<file path="config.mk">
export PLATFORM = sky130hd
export DESIGN_NAME = bcd_date_to_ordinal_and_weekday_core
export DESIGN_NICKNAME = d
export VERILOG_FILES = /design/src/design/bdow_pkg.sv /design/src/design/bcd_date_to_ordinal_and_weekday_core.sv /design/src/design/bdow_calc.sv
export SDC_FILE = /design/constraint.sdc
export NUM_CORES = 1
export LEC_CHECK = 0
export ABC_AREA = 1
export BUFFER_PORTS_ARGS = -buffer_cell sky130_fd_sc_hd__buf_4
export CAP_MARGIN = 10
export CORE_ASPECT_RATIO = 1.75
export CORE_MARGIN = 3
export CORE_UTILIZATION = 45
export DETAILED_ROUTE_END_ITERATION = 10
export GPL_TIMING_DRIVEN = 0
export SLEW_MARGIN = 40
export SYNTH_ARGS = -nofsm -noshare
export SYNTH_HDL_FRONTEND = slang
export SYNTH_HIERARCHICAL = 1
export SYNTH_SLANG_ARGS = --single-unit
</file>
<file path="constraint.sdc">
create_clock -name aclk -period 16.3 [get_ports aclk]
set_input_delay 3.26 -clock aclk [delete_from_list [all_inputs] [get_ports aclk]]
set_output_delay 3.26 -clock aclk [all_outputs]
set_load 0.02 [all_outputs]
</file>
<file path="src/design/bdow_pkg.sv">
// ----------------------------------------------------------------------------
// bdow_pkg
// Types, constants and helper functions for the BCD date core.
// ----------------------------------------------------------------------------
`timescale 1ns / 1ps

package bdow_pkg;

    localparam int unsigned S_TDATA_W = 24;
    localparam int unsigned M_TDATA_W = 16;

    localparam logic [8:0] ORDINAL_MAX   = 9'd399;
    localparam logic [8:0] WEEKDAY_BIAS  = 9'd6;
    localparam logic [4:0] MONTH_TENS    = 5'd10;
    localparam logic [4:0] MONTH_FEB     = 5'd2;
    localparam logic [4:0] MONTH_LAST    = 5'd12;

    typedef struct packed {
        logic [7:0] year_bcd;
        logic [4:0] month_code;
        logic [7:0] day_bcd;
    } bdow_date_t;

    typedef struct packed {
        logic       month_error;
        logic [2:0] weekday_number;
        logic [7:0] ordinal_low_bcd;
        logic [1:0] ordinal_hundreds;
    } bdow_result_t;

    function automatic logic [7:0] bcd8_value(input logic [7:0] v);
        return 8'({4'b0, v[7:4]}) * 8'd10 + 8'({4'b0, v[3:0]});
    endfunction

    function automatic logic [8:0] days_before_month(input logic [3:0] idx);
        logic [8:0] d;
        unique case (idx)
            4'd0:    d = 9'd0;
            4'd1:    d = 9'd31;
            4'd2:    d = 9'd59;
            4'd3:    d = 9'd90;
            4'd4:    d = 9'd120;
            4'd5:    d = 9'd151;
            4'd6:    d = 9'd181;
            4'd7:    d = 9'd212;
            4'd8:    d = 9'd243;
            4'd9:    d = 9'd273;
            4'd10:   d = 9'd304;
            4'd11:   d = 9'd334;
            default: d = 9'd0;
        endcase
        return d;
    endfunction

    function automatic logic [2:0] month_offset(input logic [3:0] idx);
        logic [2:0] o;
        unique case (idx)
            4'd0:    o = 3'd0;
            4'd1:    o = 3'd3;
            4'd2:    o = 3'd3;
            4'd3:    o = 3'd6;
            4'd4:    o = 3'd1;
            4'd5:    o = 3'd4;
            4'd6:    o = 3'd6;
            4'd7:    o = 3'd2;
            4'd8:    o = 3'd5;
            4'd9:    o = 3'd0;
            4'd10:   o = 3'd3;
            4'd11:   o = 3'd5;
            default: o = 3'd0;
        endcase
        return o;
    endfunction

    // octal digits fold since 8 mod 7 is 1
    function automatic logic [2:0] mod7(input logic [8:0] x);
        logic [4:0] s1;
        logic [3:0] s2;
        s1 = 5'(x[8:6]) + 5'(x[5:3]) + 5'(x[2:0]);
        s2 = 4'(s1[4:3]) + 4'(s1[2:0]);
        return (s2 >= 4'd7) ? 3'(s2 - 4'd7) : 3'(s2);
    endfunction

endpackage

</file>
<file path="src/design/bcd_date_to_ordinal_and_weekday_core.sv">
// Path: an accepted date is registered in the input stage, then its decode in the output stage.
// Throughput: one item per cycle if m_tready is high; the decode is a single combinational pass.
// m_tready reaches s_tready combinationally through the two-stage valid chain.
// Reset: synchronous, active-low aresetn clears both stage valid flags;
// the block accepts items as soon as reset is released.
// ----------------------------------------------------------------------------
// bcd_date_to_ordinal_and_weekday_core
// Stream wrapper: registers a BCD date, decodes it and holds the result.
// ----------------------------------------------------------------------------
`timescale 1ns / 1ps

module bcd_date_to_ordinal_and_weekday_core (
    input  logic                           aclk,
    input  logic                           aresetn,
    input  logic                           s_tvalid,
    output logic                           s_tready,
    // [7:0] day_bcd, [12:8] month_code, [20:13] year_bcd, [23:21] zero
    input  logic [bdow_pkg::S_TDATA_W-1:0] s_tdata,
    output logic                           m_tvalid,
    input  logic                           m_tready,
    // [1:0] ordinal_hundreds, [9:2] ordinal_low_bcd, [12:10] weekday_number,
    // [15:13] zero
    output logic [bdow_pkg::M_TDATA_W-1:0] m_tdata,
    // [0] month_error
    output logic                           m_tuser
);

    logic                   in_valid_reg;
    logic                   in_valid_next;
    bdow_pkg::bdow_date_t   in_date_reg;
    logic                   out_valid_reg;
    logic                   out_valid_next;
    bdow_pkg::bdow_result_t out_result_reg;
    bdow_pkg::bdow_result_t calc_result;
    logic                   s_fire;
    logic                   out_load;

    assign out_load = in_valid_reg && (!out_valid_reg || m_tready);
    assign s_tready = !in_valid_reg || out_load;
    assign s_fire   = s_tvalid && s_tready;

    bdow_calc u_calc (
        .date   (in_date_reg),
        .result (calc_result)
    );

    always_comb begin
        in_valid_next  = s_fire ? 1'b1 : (out_load ? 1'b0 : in_valid_reg);
        out_valid_next = out_load ? 1'b1 : (m_tready ? 1'b0 : out_valid_reg);
    end

    always_ff @(posedge aclk) begin
        if (!aresetn) begin
            in_valid_reg  <= 1'b0;
            out_valid_reg <= 1'b0;
        end else begin
            in_valid_reg  <= in_valid_next;
            out_valid_reg <= out_valid_next;
        end
    end

    always_ff @(posedge aclk) begin
        if (s_fire) begin
            in_date_reg <= s_tdata[$bits(bdow_pkg::bdow_date_t)-1:0];
        end
        if (out_load) begin
            out_result_reg <= calc_result;
        end
    end

    assign m_tvalid = out_valid_reg;
    assign m_tdata  = {3'b000, out_result_reg.weekday_number,
                       out_result_reg.ordinal_low_bcd, out_result_reg.ordinal_hundreds};
    assign m_tuser  = out_result_reg.month_error;

endmodule

</file>
<file path="src/design/bdow_calc.sv">
// ----------------------------------------------------------------------------
// bdow_calc
// Combinational date decode: ordinal day in hundreds plus BCD, weekday and month error flag.
// ----------------------------------------------------------------------------
`timescale 1ns / 1ps

module bdow_calc (
    input  bdow_pkg::bdow_date_t   date,
    output bdow_pkg::bdow_result_t result
);

    logic [7:0]  day;
    logic [7:0]  year;
    logic [4:0]  month;
    logic [3:0]  idx;
    logic        bad_month;
    logic        leap;
    logic [8:0]  ordinal_raw;
    logic [8:0]  ordinal;
    logic [8:0]  wsum;
    logic [2:0]  wrem;
    logic [1:0]  hundreds;
    logic [6:0]  rem;
    logic [14:0] tens_prod;
    logic [3:0]  tens;
    logic [3:0]  units;

    always_comb begin
        day       = bdow_pkg::bcd8_value(date.day_bcd);
        year      = bdow_pkg::bcd8_value(date.year_bcd);
        month     = 5'(date.month_code[3:0])
                  + (date.month_code[4] ? bdow_pkg::MONTH_TENS : 5'd0);
        bad_month = (month == 5'd0) || (month > bdow_pkg::MONTH_LAST);
        idx       = 4'(month - 5'd1);
        leap      = (year[1:0] == 2'b00);

        ordinal_raw = 9'(day) + bdow_pkg::days_before_month(idx)
                    + 9'(leap && (month > bdow_pkg::MONTH_FEB));
        ordinal     = (ordinal_raw > bdow_pkg::ORDINAL_MAX) ?
                      bdow_pkg::ORDINAL_MAX : ordinal_raw;

        wsum = bdow_pkg::WEEKDAY_BIAS + 9'(day) + 9'(year) + 9'(year[7:2])
             + 9'(bdow_pkg::month_offset(idx))
             - 9'(leap && (month <= bdow_pkg::MONTH_FEB));
        wrem = bdow_pkg::mod7(wsum - 9'd1);

        priority if (ordinal >= 9'd300) begin
            hundreds = 2'd3;
            rem      = 7'(ordinal - 9'd300);
        end else if (ordinal >= 9'd200) begin
            hundreds = 2'd2;
            rem      = 7'(ordinal - 9'd200);
        end else if (ordinal >= 9'd100) begin
            hundreds = 2'd1;
            rem      = 7'(ordinal - 9'd100);
        end else begin
            hundreds = 2'd0;
            rem      = 7'(ordinal);
        end

        // divide by ten as a multiply by 205/2048, exact for every 7-bit rem
        tens_prod = 15'(rem) * 15'd205;
        tens      = tens_prod[14:11];
        units     = 4'(rem - 7'(tens) * 7'd10);

        if (bad_month) begin
            result = '0;
            result.month_error = 1'b1;
        end else begin
            result.month_error      = 1'b0;
            result.weekday_number   = wrem + 3'd1;
            result.ordinal_low_bcd  = {tens, units};
            result.ordinal_hundreds = hundreds;
        end
    end

endmodule

</file>
## After elaboration in Yosys (flattened, before gate mapping)

Memories as Yosys holds them, arrays and structs flattened.
Index checks and enable logic that the tools add are counted.

| word-level totals | value |
|---|---|
| RAM bits | 0 |
| bits in latches | 0 |
| bits in read-only memories | 192 |
| register bits | 37 |
| bits of input ports | 28 |
| memories | 2 |
| logic and storage cells | 71 |
| output and inout bits | 19 |

| operators by class | value |
|---|---|
| div/mod/pow operators | 0 |
| muxes and demuxes | 14 |
| multipliers | 4 |
| reductions and logical operators | 13 |
| shifts and indexed selects | 0 |
| magnitude comparators | 8 |
| eq/ne operators | 0 |
| bitwise gates (word level) | 0 |
| add/sub/neg operators | 21 |

Memory list:

| memory | depth | width | read ports | clocked after memory_dff | write ports | RTL line | source |
|---|---|---|---|---|---|---|---|
| (no name shown) | 16 | 9 | 1 | 0 | 0 | bdow_pkg.sv:37 | `unique case (idx)` |
| (no name shown) | 16 | 3 | 1 | 0 | 0 | bdow_pkg.sv:57 | `unique case (idx)` |

Operators with widths:

| kind | number |
|---|---|
| 7-bit 2-to-1 mux | 3 |
| 8-bit by 4-bit adder with 8-bit output | 2 |
| 7-bit by 8-bit multiplier with 15-bit output (second input constant) | 1 |
| 4-bit by 3-bit multiplier with 7-bit output (second input constant) | 2 |
| 14-bit 2-to-1 mux | 1 |
| 7-bit subtractor (second input constant) | 2 |
| 3-bit by 8-bit adder with 9-bit output (first input constant) | 1 |
| 8-bit by 9-bit adder with 9-bit output | 1 |
| 9-bit by 1-bit adder with 9-bit output | 1 |
| 9-bit by 3-bit adder with 9-bit output | 1 |
| 9-bit by 6-bit adder with 9-bit output | 1 |
| 9-bit by 8-bit adder with 9-bit output | 1 |
| 9-bit by 7-bit >= comparator with 1-bit output (second input constant) | 1 |
| 9-bit by 8-bit >= comparator with 1-bit output (second input constant) | 1 |
| 9-bit >= comparator (second input constant) | 1 |
| 9-bit > comparator (second input constant) | 1 |
| 9-bit 2-to-1 mux | 1 |
| 9-bit by 1-bit subtractor with 9-bit output | 1 |
| 9-bit by 1-bit subtractor with 9-bit output (second input constant) | 1 |
| 7-bit by 6-bit subtractor with 7-bit output (second input constant) | 1 |
| 4-bit by 4-bit adder with 5-bit output | 1 |
| 5-bit by 3-bit adder with 5-bit output | 1 |
| 5-bit by 2-bit > comparator with 1-bit output (second input constant) | 1 |
| 5-bit by 4-bit > comparator with 1-bit output (second input constant) | 1 |
| other kinds (19) | 31 |

## Depth between registers and ports, before layout

An unclocked memory read counts as a cell.

| logic depth | value |
|---|---|
| depth after elaboration | 16 |
| depth in mapped cells | 63 |
| mapped depth without buffers | 62 |

## Hierarchy

The synthesis kept the hierarchy.

Modules (own cells, without submodules):

| module | seq. area each (µm²) | instances | area each (µm²) | cells each |
|---|---|---|---|---|
| bdow_calc | 0.0 | 1 | 4096.4 | 612 |
| bcd_date_to_ordinal_and_weekday_core | 1091.0 | 1 | 1172.4 | 52 |

## Worst setup path after synthesis

OpenSTA, ideal clock, no wires.

| timing path | value |
|---|---|
| path kind | reg-to-reg |
| start point | register in_date_reg[12] (netlist name) |
| end point | register out_result_reg (netlist bit m_tdata[5]) (data pin) |
| arrival time | 8.051 ns |
| data required time | 16.047 ns |
| cell stages (with the launch flop) | 58 |
| buffers on the path | 1 |
| path slack | 7.996 ns |
| clock period less this slack | 8.304 ns |
| library setup time | 0.253 ns |
| path through | edfxtp_1 ha_1 inv_2 ha_1 inv_1 ha_1 o21ai_0 o21ai_0 fa_1 fa_1 inv_1 nand3_1 nand2_2 nand2_1 nand2_1 nand2_1 nand2_1 nor2_2 [22 not listed] inv_1 nand2_1 nand2_1 nand2_1 nand2_1 nand2_1 nand2_1 inv_2 ha_1 inv_1 fa_1 nand3b_1 nand2_1 inv_1 nand3_1 nand2_1 nor2_1 nor2_1 |

| on the way | value |
|---|---|
| cells in the longest elaborated chain, start to end | 15 |
| elaborated cells between the ends (all ways) | 25 |
| those cells by class | add/sub: 8; mul: 2; order compare: 6; mux: 5; reduce/logical: 3; memory: 1 |

RTL lines:

| what | RTL line | source |
|---|---|---|
| start: declaration | bcd_date_to_ordinal_and_weekday_core.sv:30 | `bdow_pkg::bdow_date_t in_date_reg;` |
| start signal: assignment | bcd_date_to_ordinal_and_weekday_core.sv:64 | `in_date_reg <= s_tdata[$bits(bdow_pkg::bdow_date_t)-1:0];` |
| 4-bit 2-to-1 mux (*) | bdow_calc.sv:32 | `+ (date.month_code[4] ? bdow_pkg::MONTH_TENS : 5'd0);` |
| 4-bit by 4-bit adder with 5-bit output (*) | bdow_calc.sv:32 |  |
| 4-bit by 1-bit subtractor with 4-bit output | bdow_calc.sv:34 | `idx = 4'(month - 5'd1);` |
| memory read 16 x 9 bit | n/a |  |
| 8-bit by 9-bit adder with 9-bit output | bdow_calc.sv:37 | `ordinal_raw = 9'(day) + bdow_pkg::days_before_month(idx)` |
| 9-bit by 1-bit adder with 9-bit output | bdow_calc.sv:38 | `+ 9'(leap && (month > bdow_pkg::MONTH_FEB));` |
| 9-bit > comparator | bdow_calc.sv:39 | `ordinal = (ordinal_raw > bdow_pkg::ORDINAL_MAX) ?` |
| 9-bit 2-to-1 mux | bdow_calc.sv:39 |  |
| 9-bit by 7-bit >= comparator with 1-bit output / 7-bit subtractor (equally long branches) | bdow_calc.sv:53, bdow_calc.sv:55 |  |
| 7-bit 2-to-1 mux | bdow_calc.sv:53 | `end else if (ordinal >= 9'd100) begin` |
| 7-bit 2-to-1 mux | bdow_calc.sv:50 | `end else if (ordinal >= 9'd200) begin` |
| 7-bit 2-to-1 mux | bdow_calc.sv:47 | `priority if (ordinal >= 9'd300) begin` |
| 7-bit by 8-bit multiplier with 15-bit output | bdow_calc.sv:62 | `tens_prod = 15'(rem) * 15'd205;` |
| 4-bit by 3-bit multiplier with 3-bit output | bdow_calc.sv:64 | `units = 4'(rem - 7'(tens) * 7'd10);` |
| 4-bit subtractor | bdow_calc.sv:64 |  |
| end signal: assignment | bcd_date_to_ordinal_and_weekday_core.sv:67 | `out_result_reg <= calc_result;` |
| end: declaration | bcd_date_to_ordinal_and_weekday_core.sv:33 | `bdow_pkg::bdow_result_t out_result_reg;` |

Every way passes the cells marked *; elsewhere a longest branch is shown, timed or not.
A chain may end at the register's enable or synchronous reset.

## Final worst setup path

Ends and elaborated chain as after synthesis.

==> impl_metrics.yaml <==
setup_path:
  cpMaxStageDelayCell: "fa_1"
  critical_path.max_fanout: 10
  worstReg2RegStart: "in_date_reg[12]"
  worstPathArrival_ns: 9.52
  critPathKind: "reg2reg"
  cpPeakStageDelay_ns: 0.51
  cp_common_cell: "nand2_1"
  critical_path_required_ns: 16.35
  worstSetupStartpoint: "in_date_reg[12]"
  end_kind: "flip-flop"
  start_kind: "flip-flop"
clock_tree:
  clock_latency_ns: 0.29
  cts-htree-levels: 2
  numCtsBuffers: 5
  cts_tree: "done"
  root_buffer: "clkbuf_16"
  cts_sinks: 37
  ctsHoldBuffers: 0
  cts_setup_buffers: 0
  cts_resized: 0
  clk_pin_slew_ns: 0.06
  clock_path_buffers: 2
global_route:
  overflow: 0
  grt_pass1_vias: 4409
  grt_max_degree: 22
  grt.total_usage_pct: 18.70
  grt_pass1_wl_um: 19110
  antenna_found_initial: 0
floorplanning:
  fp.dieW_um: 87.80
  rows: 51
  core_area_um2: 11290
  start_util_pct: 46.65
  io-pin-count: 47
  die-area_um2: 13090
  die_height_um: 149.1
place:
  gp_congestion: 0.8327
  io_buffers: 40
  hpwlAfterDp_um: 10020
  post_dp_cell_area_um2: 5753
  dp_slack_ns: 6.721
timing:
  setup_ws_ns: 6.824
  fin_crit_sh_pct: 58.14
  hold_viol_final: 0
  fin_crit_ns: 9.476
  tightest_slew_ns: 0.7154
  setup_tns_ns: 0
  rsz0062_at_grt: "no"
  finalSetupViolations: 0
  relSlewSlack_pct: 52.26
  slew_viol_final: 0
  clock.fmax_ghz: 0.1055
  finalClockSkew_ns: 0.007101
yosys:
  ys_types: 44
  synth_edf_count: 35
  synthFlopType: "edfxtp_1"
  synth-seq-cells: 37
  yosysSeqAreaShare_pct: 20.71
  ys_warn_count: 6
  avgSynthCellArea_um2: 7.935
  synthArstFlopShare_pct: 0
  syn_area_um2: 5269
  netlist_instances: 664
status:
  status: "complete, no violations"
detailed_routing:
  antenna_left: 0
  dr.pass1.iters: 4
  wirelength_um: 11320
  vias: 4261
  drc_errors: 0
  vias_per_cell: 5.037
  drtIter0Drc: 147
  wl_per_cell_um: 13.38
cells_and_area:
  seqCellArea_um2: 1091
  drive_gt1_share_pct: 12.46
  stdcell_area_um2: 5921
  antennaDiodeCount: 0
  largest_register_ffs: 21
  areaGrowthSynthToFinish_pct: 12.37
  multi_input_area_um2: 3618
  final_cell_mix: "129 x inv_1, 128 x nand2_1, 99 x ha_1"
  n_fill_cell: 1095
  final_common_cell: "inv_1"
  nNetsFinal: 869
min_path:
  min_from: "in_valid_reg"
  min_path_type: "reg2reg"
flow_run:
  drv_cap: 0
layout make-up:
type | count | area share [%]
clock inverter | 2 | 0.6551
clock buffer | 6 | 2.177
tap | 132 | 2.790
timing repair buffer | 40 | 5.072
inverter | 141 | 8.939
buffer | 7 | 0.8242
multi-input combinational | 481 | 61.12
sequential | 37 | 18.43
metal layers:
metal  track usage, %  up-vias  routed length [um]
met4            7.757        0                 355
li1                 -     2217                   -
met5                0        -                   0
met2            38.78       62                6860
met3            2.322       19                 258
met1            17.03     1963                3843
cell usage after synthesis, types with 2 or more instances:
| cell type | count | share of area (%) |
|---|---|---|
| ha_1 | 99 | 24 |
| edfxtp_1 | 35 | 20 |
| nor2_2 | 2 | 0.24 |
| a31oi_1 | 5 | 0.59 |
| xnor2_1 | 8 | 1.3 |
| dfxtp_1 | 2 | 0.76 |
| a31o_2 | 2 | 0.33 |
| nand2_2 | 10 | 1.2 |
| nand2_4 | 2 | 0.43 |
| inv_2 | 10 | 0.71 |
| nand3_1 | 36 | 3.4 |
| o31ai_1 | 3 | 0.43 |
| xor2_1 | 22 | 3.7 |
| nand3b_1 | 3 | 0.43 |
| a21oi_1 | 28 | 2.7 |
| nand4_1 | 7 | 0.83 |
| o21ai_0 | 18 | 1.7 |
| buf_4 | 4 | 0.57 |
| nand2_1 | 128 | 9.1 |
| or2_2 | 2 | 0.24 |
| nor2_1 | 54 | 3.8 |
| clkbuf_1 | 2 | 0.14 |
| nor3_1 | 3 | 0.28 |
| clkinv_1 | 2 | 0.14 |
| nand3_2 | 2 | 0.38 |
| fa_1 | 29 | 11 |
| inv_1 | 129 | 9.2 |
stage by stage:
step	hold WS, ns	utilization (%)	instances
after floorplan	0.4608	-	666
after global placement	0.4660	50.84	838
after detailed placement	0.5039	50.94	838
after CTS	0.5122	52.42	846
after global routing	0.5519	52.42	846
final	0.5083	52.42	846
worst max-delay path, delay by kind of cell, from the launching register on:
family,cells,cell delay (ns)
flip-flops,1,0.40
buffers and inverters,11,0.87
AND/OR/NAND/NOR,29,2.54
adder cells (fa/ha/maj),13,4.42
XOR/XNOR,1,0.40
AO/OA/AOI/OAI,3,0.60
logic make-up after synthesis:
family / synth area share [%]
buf+inv: 10.97
simple gates: 20.97
xor+xnor: 5.296
flops: 20.71
mux: 0.2137
compound gates: 7.243
other cells: 0.07117
fa+ha+maj: 34.53
final timing paths:
kind	endpoint	slack (ns)	cells after the start
max reg2reg	m_tdata[5]	6.82	57
min reg2reg	in_valid_reg	0.51	2
min	in_valid_reg	0.51	2
max	m_tdata[5]	6.82	57
Power is left out: the tool's default activity adds up to more than one toggle a clock period on the data nets, which glitch-free logic cannot reach.
